$ cat src/rtl/uyvy_yv12_pkg.sv
package uyvy_yv12_pkg;

    localparam int unsigned MAX_WIDTH  = 4096;
    localparam int unsigned MAX_HEIGHT = 4096;

    localparam int CFG_W  = 13;
    localparam int ADDR_W = 25;
    localparam int COL_W  = 11;
    localparam int LINE_W = 12;
    localparam int IDX_W  = 2;

    typedef logic [CFG_W-1:0]  t_cfg;
    typedef logic [ADDR_W-1:0] t_addr;

    typedef enum logic [1:0] {
        PLANE_Y = 2'd0,
        PLANE_V = 2'd1,
        PLANE_U = 2'd2
    } t_plane;

    typedef enum logic [IDX_W-1:0] {
        REG_SRC_WIDTH   = 2'd0,
        REG_DST_WIDTH   = 2'd1,
        REG_COPY_HEIGHT = 2'd2
    } t_reg_idx;

    // effective (clamped) frame geometry
    typedef struct packed {
        t_cfg sw;
        t_cfg dw;
        t_cfg h;
    } t_dims;

    // one macropixel after position tracking
    typedef struct packed {
        logic [7:0] y0;
        logic [7:0] y1;
        logic [7:0] v;
        logic [7:0] u;
        t_addr      luma_addr;
        t_addr      chroma_off;
        logic       has_luma;
        logic       has_chroma;
    } t_work;

    function automatic t_cfg eff_width(input t_cfg v);
        t_cfg r;
        r = (v > t_cfg'(MAX_WIDTH)) ? t_cfg'(MAX_WIDTH) : v;
        r[0] = 1'b0;
        if (r < t_cfg'(2)) begin
            r = t_cfg'(2);
        end
        return r;
    endfunction

    function automatic t_cfg eff_height(input t_cfg v);
        t_cfg r;
        r = (v > t_cfg'(MAX_HEIGHT)) ? t_cfg'(MAX_HEIGHT) : v;
        if (r == '0) begin
            r = t_cfg'(1);
        end
        return r;
    endfunction

endpackage

$ cat src/rtl/uyvy_yv12_base.sv
module uyvy_yv12_base (
    input  logic                 i_clk,
    input  uyvy_yv12_pkg::t_dims i_dims,
    output uyvy_yv12_pkg::t_addr o_vbase,
    output uyvy_yv12_pkg::t_addr o_ubase
);

    logic [2*uyvy_yv12_pkg::CFG_W-1:0] prod_v;
    logic [2*uyvy_yv12_pkg::CFG_W-1:0] prod_c;
    uyvy_yv12_pkg::t_addr r_vbase;
    uyvy_yv12_pkg::t_addr r_cprod;
    uyvy_yv12_pkg::t_addr r_ubase;

    assign prod_v = i_dims.dw * i_dims.h;
    assign prod_c = (i_dims.dw >> 1) * (i_dims.h >> 1);

    // V base registered from width*height; U base registered from V base plus chroma size
    always_ff @(posedge i_clk) begin
        r_vbase <= prod_v[uyvy_yv12_pkg::ADDR_W-1:0];
        r_cprod <= prod_c[uyvy_yv12_pkg::ADDR_W-1:0];
        r_ubase <= r_vbase + r_cprod;
    end

    assign o_vbase = r_vbase;
    assign o_ubase = r_ubase;

endmodule

$ cat src/rtl/uyvy_yv12_pos.sv
module uyvy_yv12_pos (
    input  logic                 i_clk,
    input  logic                 i_rst_n,
    input  logic                 i_valid,
    output logic                 o_ready,
    input  logic [31:0]          i_word,
    input  logic                 i_frame_start,
    input  uyvy_yv12_pkg::t_dims i_dims,
    output logic                 o_valid,
    input  logic                 i_ready,
    output uyvy_yv12_pkg::t_work o_work
);

    localparam int COL_W  = uyvy_yv12_pkg::COL_W;
    localparam int LINE_W = uyvy_yv12_pkg::LINE_W;
    localparam int CFG_W  = uyvy_yv12_pkg::CFG_W;

    logic        r_a_valid;
    logic [31:0] r_a_word;
    logic        r_a_fs;

    logic                 r_b_valid;
    uyvy_yv12_pkg::t_work r_b_work;

    logic [COL_W-1:0]     r_col;
    logic [LINE_W-1:0]    r_line;
    uyvy_yv12_pkg::t_addr r_lbase;
    uyvy_yv12_pkg::t_addr r_coff;
    logic                 r_done;

    logic [COL_W-1:0]     col;
    logic [LINE_W-1:0]    line;
    uyvy_yv12_pkg::t_addr lbase;
    uyvy_yv12_pkg::t_addr coff;
    logic                 done;

    logic [COL_W-1:0]     n_col;
    logic [LINE_W-1:0]    n_line;
    uyvy_yv12_pkg::t_addr n_lbase;
    uyvy_yv12_pkg::t_addr n_coff;
    logic                 n_done;

    uyvy_yv12_pkg::t_cfg  w;
    logic [COL_W:0]       x;
    logic [CFG_W-1:0]     line_ext;
    logic [CFG_W-1:0]     line_inc;
    logic [COL_W:0]       col_inc;
    logic                 end_line;
    logic                 active;
    uyvy_yv12_pkg::t_work work;

    logic b_take;
    logic a_move;

    assign b_take  = !r_b_valid || i_ready;
    assign a_move  = r_a_valid && b_take;
    assign o_ready = !r_a_valid || a_move;

    always_comb begin
        // frame start clears position before the item is used
        col   = r_a_fs ? '0 : r_col;
        line  = r_a_fs ? '0 : r_line;
        lbase = r_a_fs ? '0 : r_lbase;
        coff  = r_a_fs ? '0 : r_coff;
        done  = r_a_fs ? 1'b0 : r_done;

        w        = (i_dims.sw < i_dims.dw) ? i_dims.sw : i_dims.dw;
        x        = {col, 1'b0};
        line_ext = {1'b0, line};
        line_inc = line_ext + CFG_W'(1);
        active   = !done && (line_ext < i_dims.h);

        work.y0         = r_a_word[15:8];
        work.y1         = r_a_word[31:24];
        work.v          = r_a_word[23:16];
        work.u          = r_a_word[7:0];
        work.luma_addr  = lbase + uyvy_yv12_pkg::t_addr'(x);
        work.chroma_off = coff + uyvy_yv12_pkg::t_addr'(col);
        work.has_luma   = active && ({1'b0, x} < w);
        // chroma only on even lines that have a partner line inside the crop
        work.has_chroma = work.has_luma && !line[0] && (line_inc < i_dims.h);

        col_inc  = {1'b0, col} + (COL_W+1)'(1);
        end_line = col_inc >= i_dims.sw[CFG_W-1:1];

        n_col   = end_line ? '0 : col_inc[COL_W-1:0];
        n_line  = line;
        n_lbase = lbase;
        n_coff  = coff;
        n_done  = done;
        if (end_line && !done) begin
            n_lbase = lbase + uyvy_yv12_pkg::t_addr'(i_dims.dw);
            if (line[0]) begin
                n_coff = coff + uyvy_yv12_pkg::t_addr'(i_dims.dw >> 1);
            end
            n_line = line_inc[LINE_W-1:0];
            n_done = line_inc >= i_dims.h;
        end
    end

    always_ff @(posedge i_clk) begin
        if (!i_rst_n) begin
            r_a_valid <= 1'b0;
            r_b_valid <= 1'b0;
            r_col     <= '0;
            r_line    <= '0;
            r_lbase   <= '0;
            r_coff    <= '0;
            r_done    <= 1'b0;
        end else begin
            if (o_ready) begin
                r_a_valid <= i_valid;
            end
            if (b_take) begin
                r_b_valid <= r_a_valid;
            end
            if (a_move) begin
                r_col   <= n_col;
                r_line  <= n_line;
                r_lbase <= n_lbase;
                r_coff  <= n_coff;
                r_done  <= n_done;
            end
        end
    end

    always_ff @(posedge i_clk) begin
        if (o_ready && i_valid) begin
            r_a_word <= i_word;
            r_a_fs   <= i_frame_start;
        end
        if (a_move) begin
            r_b_work <= work;
        end
    end

    assign o_valid = r_b_valid;
    assign o_work  = r_b_work;

endmodule

$ cat src/rtl/uyvy_yv12_emit.sv
module uyvy_yv12_emit (
    input  logic                  i_clk,
    input  logic                  i_rst_n,
    input  logic                  i_valid,
    output logic                  o_ready,
    input  uyvy_yv12_pkg::t_work  i_work,
    input  uyvy_yv12_pkg::t_addr  i_vbase,
    input  uyvy_yv12_pkg::t_addr  i_ubase,
    output logic                  o_valid,
    input  logic                  i_ready,
    output uyvy_yv12_pkg::t_addr  o_addr,
    output logic [7:0]            o_value,
    output uyvy_yv12_pkg::t_plane o_plane,
    output logic                  o_last
);

    localparam int IDX_W = uyvy_yv12_pkg::IDX_W;

    logic             r_o_valid;
    logic [IDX_W-1:0] r_idx;
    logic             r_chroma;
    uyvy_yv12_pkg::t_addr r_a0;
    uyvy_yv12_pkg::t_addr r_a1;
    uyvy_yv12_pkg::t_addr r_av;
    uyvy_yv12_pkg::t_addr r_au;
    logic [7:0] r_y0;
    logic [7:0] r_y1;
    logic [7:0] r_v;
    logic [7:0] r_u;

    logic out_done;
    logic load;

    assign out_done = r_o_valid && i_ready && o_last;
    assign o_ready  = !r_o_valid || out_done;
    // items outside the crop are dropped here
    assign load     = i_valid && o_ready && i_work.has_luma;

    always_ff @(posedge i_clk) begin
        if (!i_rst_n) begin
            r_o_valid <= 1'b0;
            r_idx     <= '0;
        end else begin
            if (load) begin
                r_o_valid <= 1'b1;
                r_idx     <= '0;
            end else begin
                if (out_done) begin
                    r_o_valid <= 1'b0;
                end
                if (r_o_valid && i_ready) begin
                    r_idx <= r_idx + IDX_W'(1);
                end
            end
        end
    end

    always_ff @(posedge i_clk) begin
        if (load) begin
            r_chroma <= i_work.has_chroma;
            r_a0     <= i_work.luma_addr;
            r_a1     <= i_work.luma_addr + uyvy_yv12_pkg::t_addr'(1);
            r_av     <= i_vbase + i_work.chroma_off;
            r_au     <= i_ubase + i_work.chroma_off;
            r_y0     <= i_work.y0;
            r_y1     <= i_work.y1;
            r_v      <= i_work.v;
            r_u      <= i_work.u;
        end
    end

    // result order: Y0, Y1, V, U
    always_comb begin
        case (r_idx)
            2'd0: begin
                o_addr  = r_a0;
                o_value = r_y0;
                o_plane = uyvy_yv12_pkg::PLANE_Y;
            end
            2'd1: begin
                o_addr  = r_a1;
                o_value = r_y1;
                o_plane = uyvy_yv12_pkg::PLANE_Y;
            end
            2'd2: begin
                o_addr  = r_av;
                o_value = r_v;
                o_plane = uyvy_yv12_pkg::PLANE_V;
            end
            default: begin
                o_addr  = r_au;
                o_value = r_u;
                o_plane = uyvy_yv12_pkg::PLANE_U;
            end
        endcase
        o_last = r_chroma ? (r_idx == IDX_W'(3)) : (r_idx == IDX_W'(1));
    end

    assign o_valid = r_o_valid;

endmodule

$ cat src/rtl/uyvy_to_yv12_planar_writer.sv
// Pipeline: a request passes the input, position and output registers in turn.
// Throughput: one request per cycle enters unless the pipeline stalls; the
// output gives one write per cycle while m_axis_tready is high, so a request in
// the crop makes 2 writes (luma only) or 4 (with chroma) and holds the input.
// Reset: synchronous, active low; clears position and pipeline valids and loads
// widths 1920/1920 and height 1080; plane bases are registered, U after V.
module uyvy_to_yv12_planar_writer (
    input  logic        i_clk,
    input  logic        i_rst_n,
    input  logic        i_cfg_we,
    input  logic [1:0]  i_cfg_index,
    input  logic [12:0] i_cfg_data,
    input  logic        s_axis_tvalid,
    output logic        s_axis_tready,
    input  logic [31:0] s_axis_tdata,   // [31:0] pixel_word
    input  logic        s_axis_tuser,   // [0] frame_start
    output logic        m_axis_tvalid,
    input  logic        m_axis_tready,
    output logic [39:0] m_axis_tdata,   // [24:0] byte_address, [32:25] byte_value, zeros
    output logic [1:0]  m_axis_tuser,   // [1:0] plane
    output logic        m_axis_tlast
);

    uyvy_yv12_pkg::t_cfg r_src_width;
    uyvy_yv12_pkg::t_cfg r_dst_width;
    uyvy_yv12_pkg::t_cfg r_copy_height;

    uyvy_yv12_pkg::t_dims  dims;
    uyvy_yv12_pkg::t_addr  vbase;
    uyvy_yv12_pkg::t_addr  ubase;
    uyvy_yv12_pkg::t_work  work;
    uyvy_yv12_pkg::t_addr  out_addr;
    uyvy_yv12_pkg::t_plane out_plane;
    logic [7:0] out_value;
    logic       work_valid;
    logic       work_ready;

    always_ff @(posedge i_clk) begin
        if (!i_rst_n) begin
            r_src_width   <= uyvy_yv12_pkg::t_cfg'(1920);
            r_dst_width   <= uyvy_yv12_pkg::t_cfg'(1920);
            r_copy_height <= uyvy_yv12_pkg::t_cfg'(1080);
        end else if (i_cfg_we) begin
            unique case (i_cfg_index)
                uyvy_yv12_pkg::REG_SRC_WIDTH:   r_src_width   <= i_cfg_data;
                uyvy_yv12_pkg::REG_DST_WIDTH:   r_dst_width   <= i_cfg_data;
                uyvy_yv12_pkg::REG_COPY_HEIGHT: r_copy_height <= i_cfg_data;
                default: ;
            endcase
        end
    end

    assign dims.sw = uyvy_yv12_pkg::eff_width(r_src_width);
    assign dims.dw = uyvy_yv12_pkg::eff_width(r_dst_width);
    assign dims.h  = uyvy_yv12_pkg::eff_height(r_copy_height);

    uyvy_yv12_base u_base (
        .i_clk   (i_clk),
        .i_dims  (dims),
        .o_vbase (vbase),
        .o_ubase (ubase)
    );

    uyvy_yv12_pos u_pos (
        .i_clk         (i_clk),
        .i_rst_n       (i_rst_n),
        .i_valid       (s_axis_tvalid),
        .o_ready       (s_axis_tready),
        .i_word        (s_axis_tdata),
        .i_frame_start (s_axis_tuser),
        .i_dims        (dims),
        .o_valid       (work_valid),
        .i_ready       (work_ready),
        .o_work        (work)
    );

    uyvy_yv12_emit u_emit (
        .i_clk   (i_clk),
        .i_rst_n (i_rst_n),
        .i_valid (work_valid),
        .o_ready (work_ready),
        .i_work  (work),
        .i_vbase (vbase),
        .i_ubase (ubase),
        .o_valid (m_axis_tvalid),
        .i_ready (m_axis_tready),
        .o_addr  (out_addr),
        .o_value (out_value),
        .o_plane (out_plane),
        .o_last  (m_axis_tlast)
    );

    assign m_axis_tdata = {7'b0, out_value, out_addr};
    assign m_axis_tuser = out_plane;

    // V write never ends a request
    a_v_not_last: assert property (@(posedge i_clk) disable iff (!i_rst_n)
        (m_axis_tvalid && m_axis_tuser == uyvy_yv12_pkg::PLANE_V) |-> !m_axis_tlast)
        else $error("V write marked last");

    // U write always ends a request
    a_u_last: assert property (@(posedge i_clk) disable iff (!i_rst_n)
        (m_axis_tvalid && m_axis_tuser == uyvy_yv12_pkg::PLANE_U) |-> m_axis_tlast)
        else $error("U write not marked last");

    // U follows V at once
    a_v_then_u: assert property (@(posedge i_clk) disable iff (!i_rst_n)
        (m_axis_tvalid && m_axis_tready && m_axis_tuser == uyvy_yv12_pkg::PLANE_V)
        |=> (m_axis_tvalid && m_axis_tuser == uyvy_yv12_pkg::PLANE_U))
        else $error("V write not followed by U write");

endmodule
$ cat config.mk
export PLATFORM = sky130hd
export DESIGN_NAME = uyvy_to_yv12_planar_writer
export DESIGN_NICKNAME = d
export VERILOG_FILES = /design/src/rtl/uyvy_yv12_pkg.sv /design/src/rtl/uyvy_yv12_base.sv /design/src/rtl/uyvy_yv12_pos.sv /design/src/rtl/uyvy_yv12_emit.sv /design/src/rtl/uyvy_to_yv12_planar_writer.sv
export SDC_FILE = /design/constraint.sdc
export NUM_CORES = 1
export LEC_CHECK = 0
export ABC_AREA = 1
export BUFFER_PORTS_ARGS = -buffer_cell sky130_fd_sc_hd__buf_2
export CORE_ASPECT_RATIO = 0.6
export CORE_MARGIN = 2
export CORE_UTILIZATION = 40
export CTS_CLUSTER_DIAMETER = 40
export DETAILED_ROUTE_END_ITERATION = 6
export GPL_ROUTABILITY_DRIVEN = 0
export PLACE_DENSITY_LB_ADDON = 0.3
export SLEW_MARGIN = 10
export SYNTH_ARGS = -nofsm -noshare
export SYNTH_HDL_FRONTEND = slang
export SYNTH_HIERARCHICAL = 1
export SYNTH_SLANG_ARGS = --single-unit
$ cat constraint.sdc
create_clock -name i_clk -period 11.1 [get_ports i_clk]
set_clock_uncertainty 0.05 [all_clocks]
set_input_delay 3.33 -clock i_clk [delete_from_list [all_inputs] [get_ports i_clk]]
set_output_delay 3.33 -clock i_clk [all_outputs]
set_load 0.02 [all_outputs]
==> key figures, run 1 <==
Drt
  – Routed vias: 30188
  – Routed vias/inst: 5.03
  – Residual DRC count: 0
  – Initial DRT Pass Iterations: 6
  – Antenna-violating nets left: 0
  – Drt total wl: 105000 µm
  – First DRT Iteration DRCs: 3257
  – Drt wl/cell: 17.6 µm

Clocking
  – Worst-path clk slew: 0.06 ns
  – Clk_lat worst skew: 0.64 ns
  – Max clock buf depth: 3
  – CTS root buffer: clkbuf_16
  – Total CTS buffers: 56
  – Post-CTS Hold Fix Bufs: 0
  – CTS tree: yes
  – H-tree levels: 2
  – Setup Fix Bufs, Post-CTS: 0
  – CTS Sinks: 442
  – Post-CTS Resized: 0

Worst setup path
  – Crit path arrival time: 3.94 ns
  – Capturing point of the worst reg2reg path: u_base/o_vbase[22]
  – Slowest cell delay on critical path: 0.18 ns
  – Worst Path Max Fanout: 3
  – Worst r2r src: r_copy_height[12]
  – CP startpoint kind: input pin
  – Slowest CP cell: buf_2
  – Critical path class: input pin to output pin
  – Req. time, crit path: 7.72 ns
  – Worst r2r path cells: 21
  – Crit. End Element: output pin
  – Crit-path cells: buf_2 > nand2_1 > nand2_1 > inv_1 > nand3_1 > buf_2
  – Reg2reg setup slack: 4.74 ns

Synth
  – Flops & latches, synth: 442
  – Synth warn: 6
  – Simple-gate area share of the yosys netlist: 0.262
  – Seq/Total Area, Yosys: 0.321
  – Number of flops mapped to enable cells by yosys: 250
  – Post-synthesis instance total: 4714
  – Main combinational cell family by area after synthesis: simple AND/OR/NAND/NOR gates
  – Syn Area/Cell: 7.50 µm²
  – Ys async rst share: 0
  – Area of the mapped netlist: 35400 µm²
  – Adder-Cell Fraction of Synth Area: 0.195
  – Post-synthesis mux area share: 0
  – Compound-Gate Fraction of Synth Area: 0.0709
  – Primary FF master, synth: edfxtp_1
  – Synth Area in XOR/XNOR: 0.0391
  – Distinct cells, synth: 60

Placement
  – Post-DP HPWL: 81800 µm
  – PortBufs: 90
  – Dpl cell area: 37000 µm²
  – Placed Instances: 5898

Finish
  – Antenna Cells: 0
  – Layout cells sized above 1: 0.0700
  – Area added between synthesis and finish: 10.0%
  – Non-Filler Instances: 6002
  – NumNets Final: 5303
  – Finished Cell Area: 38900 µm²
  – Most frequent cells in the layout: 1413 x nand2_1, 891 x inv_1, 335 x nor2_1, 294 x ha_1, 250 x edfxtp_1
  – Commonest non-fill, non-tap cell in the layout: nand2_1

Min path
  – Hold Path Class: register to register
  – Hold wc startpoint: u_pos/o_work[75]
  – Hold depth: 0
  – Hold endpoint: u_emit/r_y1[7]

Global route
  – First-pass GRT wire length: 162000 µm
  – GRT Total Usage: 0.231
  – GRT overflow: 0
  – Initial antenna violation count: 2
  – Largest net degree at the start of global routing: 89
  – Number of global-route vias before repair: 28198

Floorplanning
  – Core Box Area: 87500 µm²
  – Die width: 388 µm
  – Top Ports: 98
  – Die Area: 90900 µm²
  – Initial core utilization: 0.404
  – Row Count: 84
  – Die Height: 234 µm

STA
  – Post-layout min period: 7.32 ns
  – Unrepaired setup endpoints after global routing: no
  – Highest clock rate: 137 MHz
  – Worst-Margin Slew: 1.27 ns
  – Final setup violating endpoints: 0
  – Tcrit/Tclk final: 0.660
  – Final Slew Violations: 0
  – Slew headroom: 0.151
  – Final Hold Fails: 0
  – Post-route setup TNS: 0 ns

Power and ir drop
  – Pwr dens: 183 nW/µm²
  – Max VDD drop: 0.117 mV
  – Leak: 0.0198 µW
  – Final total power: 7100 µW

Run
  – Max_cap viols: 0

Run status
  – Status: finished, final reports clean
==> worst max-delay path by stage <==
stage | start | endpoint | slack, ns | cells past startpoint
3_3_place_gp | m_axis_tready | s_axis_tready | 3.76 | 6
3_5_place_dp | m_axis_tready | s_axis_tready | 3.78 | 6
2_1_floorplan | m_axis_tready | s_axis_tready | 4.00 | 4
4_1_cts | m_axis_tready | s_axis_tready | 3.78 | 6
5_1_grt | m_axis_tready | s_axis_tready | 3.71 | 6
6_report | m_axis_tready | s_axis_tready | 3.78 | 6
==> cell families after synthesis <==
group                      count (synthesis)
buffers and inverters                   1020
other                                      1
xor gates and xnor gates                 158
and+or+nand+nor                         2190
DFF                                      442
AOI/OAI and AO/OA                        448
adders and majority gates                455
==> layout make-up <==
| type | instances | area (µm²) |
|---|---|---|
| Tap cell | 1161 | 1450 |
| Sequential cell | 442 | 11400 |
| Timing Repair Buffer | 117 | 653 |
| Fill cell | 8751 | 48600 |
| Multi-Input combinational cell | 3268 | 20100 |
| Inverter | 910 | 3430 |
| Clock inverter | 41 | 435 |
| Clock buffer | 63 | 1460 |
==> per-stage QoR <==
stage,setup slack [ns],utilization,hold WS [ns]
floorplan,4.00,-,0.350
global placement,3.76,0.423,0.350
detailed placement,3.78,0.423,0.355
CTS,3.78,0.444,0.365
global route,3.71,0.444,0.366
finish,3.78,0.444,0.366
==> per-layer routing <==
| metal | part of all wire | track usage |
|---|---|---|
| met4 | 0.013 | 0.0381 |
| met2 | 0.36 | 0.303 |
| met5 | 0.00098 | 0.00727 |
| met1 | 0.51 | 0.367 |
| met3 | 0.12 | 0.0668 |
==> state kept, by name (all words and copies together), names as in the netlist, 8 cells and up <==
signal and count:
r_copy_height 13, r_dst_width 13, r_src_width 13, u_base/o_ubase 25
u_base/o_vbase 25, u_base/r_cprod 24, u_emit/r_a0 25, u_emit/r_a1 25
u_emit/r_au 25, u_emit/r_av 25, u_emit/r_u 8, u_emit/r_v 8
u_emit/r_y0 8, u_emit/r_y1 8, u_pos/o_work 84, u_pos/r_a_word 32
u_pos/r_coff 25, u_pos/r_col 11, u_pos/r_lbase 25, u_pos/r_line 12
==> critical path: cells and delay by family <==
family,cells,cell delay [ns]
and+or+nand+nor,3,0.24
buffers and inverters,3,0.36
==> where the power goes <==
group / internal [µW] / switching, µW
logic: 1030 / 2150
clock network: 1050 / 803
registers: 1960 / 114
==> cells in the mapped netlist, drive strengths merged, types with 8 or more instances <==
library cell / number / share of area
a31oi: 11 / 0.0019
ha: 295 / 0.10
clkbuf: 62 / 0.0066
dfxtp: 192 / 0.11
inv: 906 / 0.096
edfxtp: 250 / 0.21
or2: 10 / 0.0018
buf: 48 / 0.0088
nand4: 51 / 0.0096
a22o: 33 / 0.0082
o21ai: 133 / 0.019
nor3: 35 / 0.0061
nand3b: 27 / 0.0061
fa: 160 / 0.091
nor2: 386 / 0.046
xor2: 124 / 0.031
xnor2: 34 / 0.0084
nand2: 1434 / 0.15
o211ai: 15 / 0.0032
a21oi: 228 / 0.032
nand3: 226 / 0.033
and2: 8 / 0.0014
(Power assumes the default switching activity.)
==> inputs of run 2 (changes only) <==
==> constraint.sdc (replaced) <==
create_clock -name i_clk -period 5.95 [get_ports i_clk]
set_clock_uncertainty 0.05 [all_clocks]
set_input_delay 1.785 -clock i_clk [delete_from_list [all_inputs] [get_ports i_clk]]
set_output_delay 1.785 -clock i_clk [all_outputs]
set_load 0.02 [all_outputs]
==> key figures, run 2 (synthesis results as in run 1) <==
Drt
  – Drt total wl: 107000 µm
  – Residual DRC count: 0
  – First DRT Iteration DRCs: 3520
  – Antenna-violating nets left: 0
  – Drt wl/cell: 17.7 µm
  – Initial DRT Pass Iterations: 6
  – Routed vias/inst: 5.05
  – Routed vias: 30576

Clocking
  – Total CTS buffers: 55
  – Post-CTS Hold Fix Bufs: 0
  – Clk_lat worst skew: 0.64 ns
  – CTS Sinks: 442
  – H-tree levels: 2
  – Worst-path clk slew: 0.07 ns
  – Max clock buf depth: 3
  – CTS root buffer: clkbuf_16
  – CTS tree: yes

Finish
  – Most frequent cells in the layout: 1411 x nand2_1, 891 x inv_1, 330 x nor2_1, 292 x ha_1, 250 x edfxtp_1
  – Commonest non-fill, non-tap cell in the layout: nand2_1
  – Layout cells sized above 1: 0.0834
  – Finished Cell Area: 39600 µm²
  – Antenna Cells: 0
  – Largest register FFs: 84
  – NumNets Final: 5353
  – Area added between synthesis and finish: 11.8%

STA
  – Worst-Margin Slew: 1.10 ns
  – PnR worst setup slack: 0.265 ns
  – Final Slew Violations: 0
  – Final Hold Fails: 0
  – Post-layout min period: 5.68 ns
  – Highest clock rate: 176 MHz
  – Final setup violating endpoints: 0
  – Hold_ws: 0.366 ns
  – Slew headroom: 0.268
  – Tcrit/Tclk final: 0.955

Run
  – Max_cap viols: 0

Power and ir drop
  – Register share of total power: 0.288
  – Power share of the combinational group: 0.447
  – Clk pwr share: 0.266
  – Switching power: 5750 µW
  – Internal power: 7800 µW
  – Final total power: 13500 µW
  – Pwr dens: 343 nW/µm²
  – Max VDD drop: 0.259 mV
  – Leak: 0.0201 µW
  – Sw frac: 0.425

Floorplanning
  – Die width: 388 µm
  – Die Area: 90900 µm²
  – Row Count: 84
  – Top Ports: 98
  – Initial core utilization: 0.404
  – Die Height: 234 µm
  – Core Box Area: 87500 µm²

Worst setup path
  – Worst r2r src: r_dst_width[5]
  – Crit path arrival time: 6.17 ns
  – Worst Path Max Fanout: 5
  – Req. time, crit path: 6.43 ns
  – Crit. End Element: register
  – Reg2reg setup slack: 0.27 ns
  – CP startpoint kind: register
  – Worst r2r path cells: 25
  – Critical path class: register to register
  – Capturing point of the worst reg2reg path: u_base/r_cprod[21]

Global route
  – Initial antenna violation count: 6
  – Number of global-route vias before repair: 28301
  – First-pass GRT wire length: 166000 µm
  – GRT overflow: 0
  – GRT Total Usage: 0.236
  – Largest net degree at the start of global routing: 86

Min path
  – Hold depth: 0
  – Hold endpoint: u_pos/o_work[61]
  – Hold Path Class: register to register
  – Hold wc startpoint: u_pos/r_a_word[17]

Placement
  – Dpl cell area: 37400 µm²
  – Post-DP HPWL: 85600 µm
  – Dpl ws: 0.0661 ns
  – PortBufs: 90

Run status
  – Status: finished, final reports clean
==> run 2: changes by cell type in the layout (fill, tap and decap cells not counted), sizes merged <==
cell      before   now
clkinvlp      10     3
inv          921   923
buf          117   167
clkbuf        63    62
nand2       1434  1435
clkinv        17    16
bufinv         3     8
==> run 2: what timing repair did <==
item | 4_1_cts | 5_1_grt
endpoints found under the setup margin | 0 | 24
gates resized for setup | 0 | 38
buffers inserted | 0 | 9
==> run 2: critical path, cell delays in order (launching register included) <==
cell      delay [ns]
dfxtp_1         0.31
inv_1           0.13
nand3_1         0.15
nor2_4          0.18
nand2_4         0.11
a21boi_4        0.25
nand2_1         0.13
fa_1            0.52
inv_1           0.06
fa_1            0.55
inv_1           0.11
fa_2            0.63
inv_1           0.08
fa_1            0.54
inv_1           0.06
fa_1            0.52
inv_1           0.04
ha_1            0.34
nand2_2         0.13
inv_1           0.06
a21oi_1         0.22
nand3_1         0.15
nand2_1         0.10
nand2_1         0.05
nand2_1         0.05
nand2_1         0.05
==> run 2: cell type report <==
class	instances	area, µm²
sequential	442	11400
clock buffer	62	1400
clock inverter	40	551
fill	8794	48000
tap	1161	1450
inverter	910	3430
multi-input combinational	3269	20300
timing repair buffer	167	1090
==> run 2: routing by layer <==
metal | up-vias | routed length [µm] | global-route usage
met1 | 14185 | 54400 | 0.382
met3 | 76 | 12900 | 0.0638
met4 | 6 | 997 | 0.0310
met2 | 1283 | 38700 | 0.308
li1 | 15026 | - | -
met5 | - | 45 | 0
==> run 2: how the worst max path moves through the flow <==
stage / from / end / slack [ns] / depth (start not counted)
2_1_floorplan: r_dst_width[3] / u_base/r_cprod[21] / 0.32 / 26
3_3_place_gp: r_copy_height[0] / u_base/o_vbase[22] / 0.22 / 24
3_5_place_dp: r_copy_height[0] / u_base/r_cprod[21] / 0.07 / 26
4_1_cts: r_copy_height[0] / u_base/r_cprod[21] / 0.05 / 26
5_1_grt: r_copy_height[4] / u_base/o_vbase[21] / -0.02 / 28
6_report: r_dst_width[5] / u_base/r_cprod[21] / 0.27 / 25
==> run 2: metrics by stage <==
step	instances	TNS [ns]	utilization
2_1_floorplan	4730	0	-
3_3_place_gp	5939	0	0.427
3_5_place_dp	5939	0	0.427
4_1_cts	6041	0	0.449
5_1_grt	6051	-0.0337	0.452
6_report	6051	0	0.452
==> run 2: power groups by stage <==
stage | logic [µW] | registers, µW | clock network (µW)
6_report | 6050 | 3900 | 3600
3_5_place_dp | 5870 | 3950 | 0
3_3_place_gp | 5790 | 3960 | 0
2_1_floorplan | 4270 | 3810 | 0
5_1_grt | 6840 | 3920 | 3790
4_1_cts | 5900 | 3890 | 3660
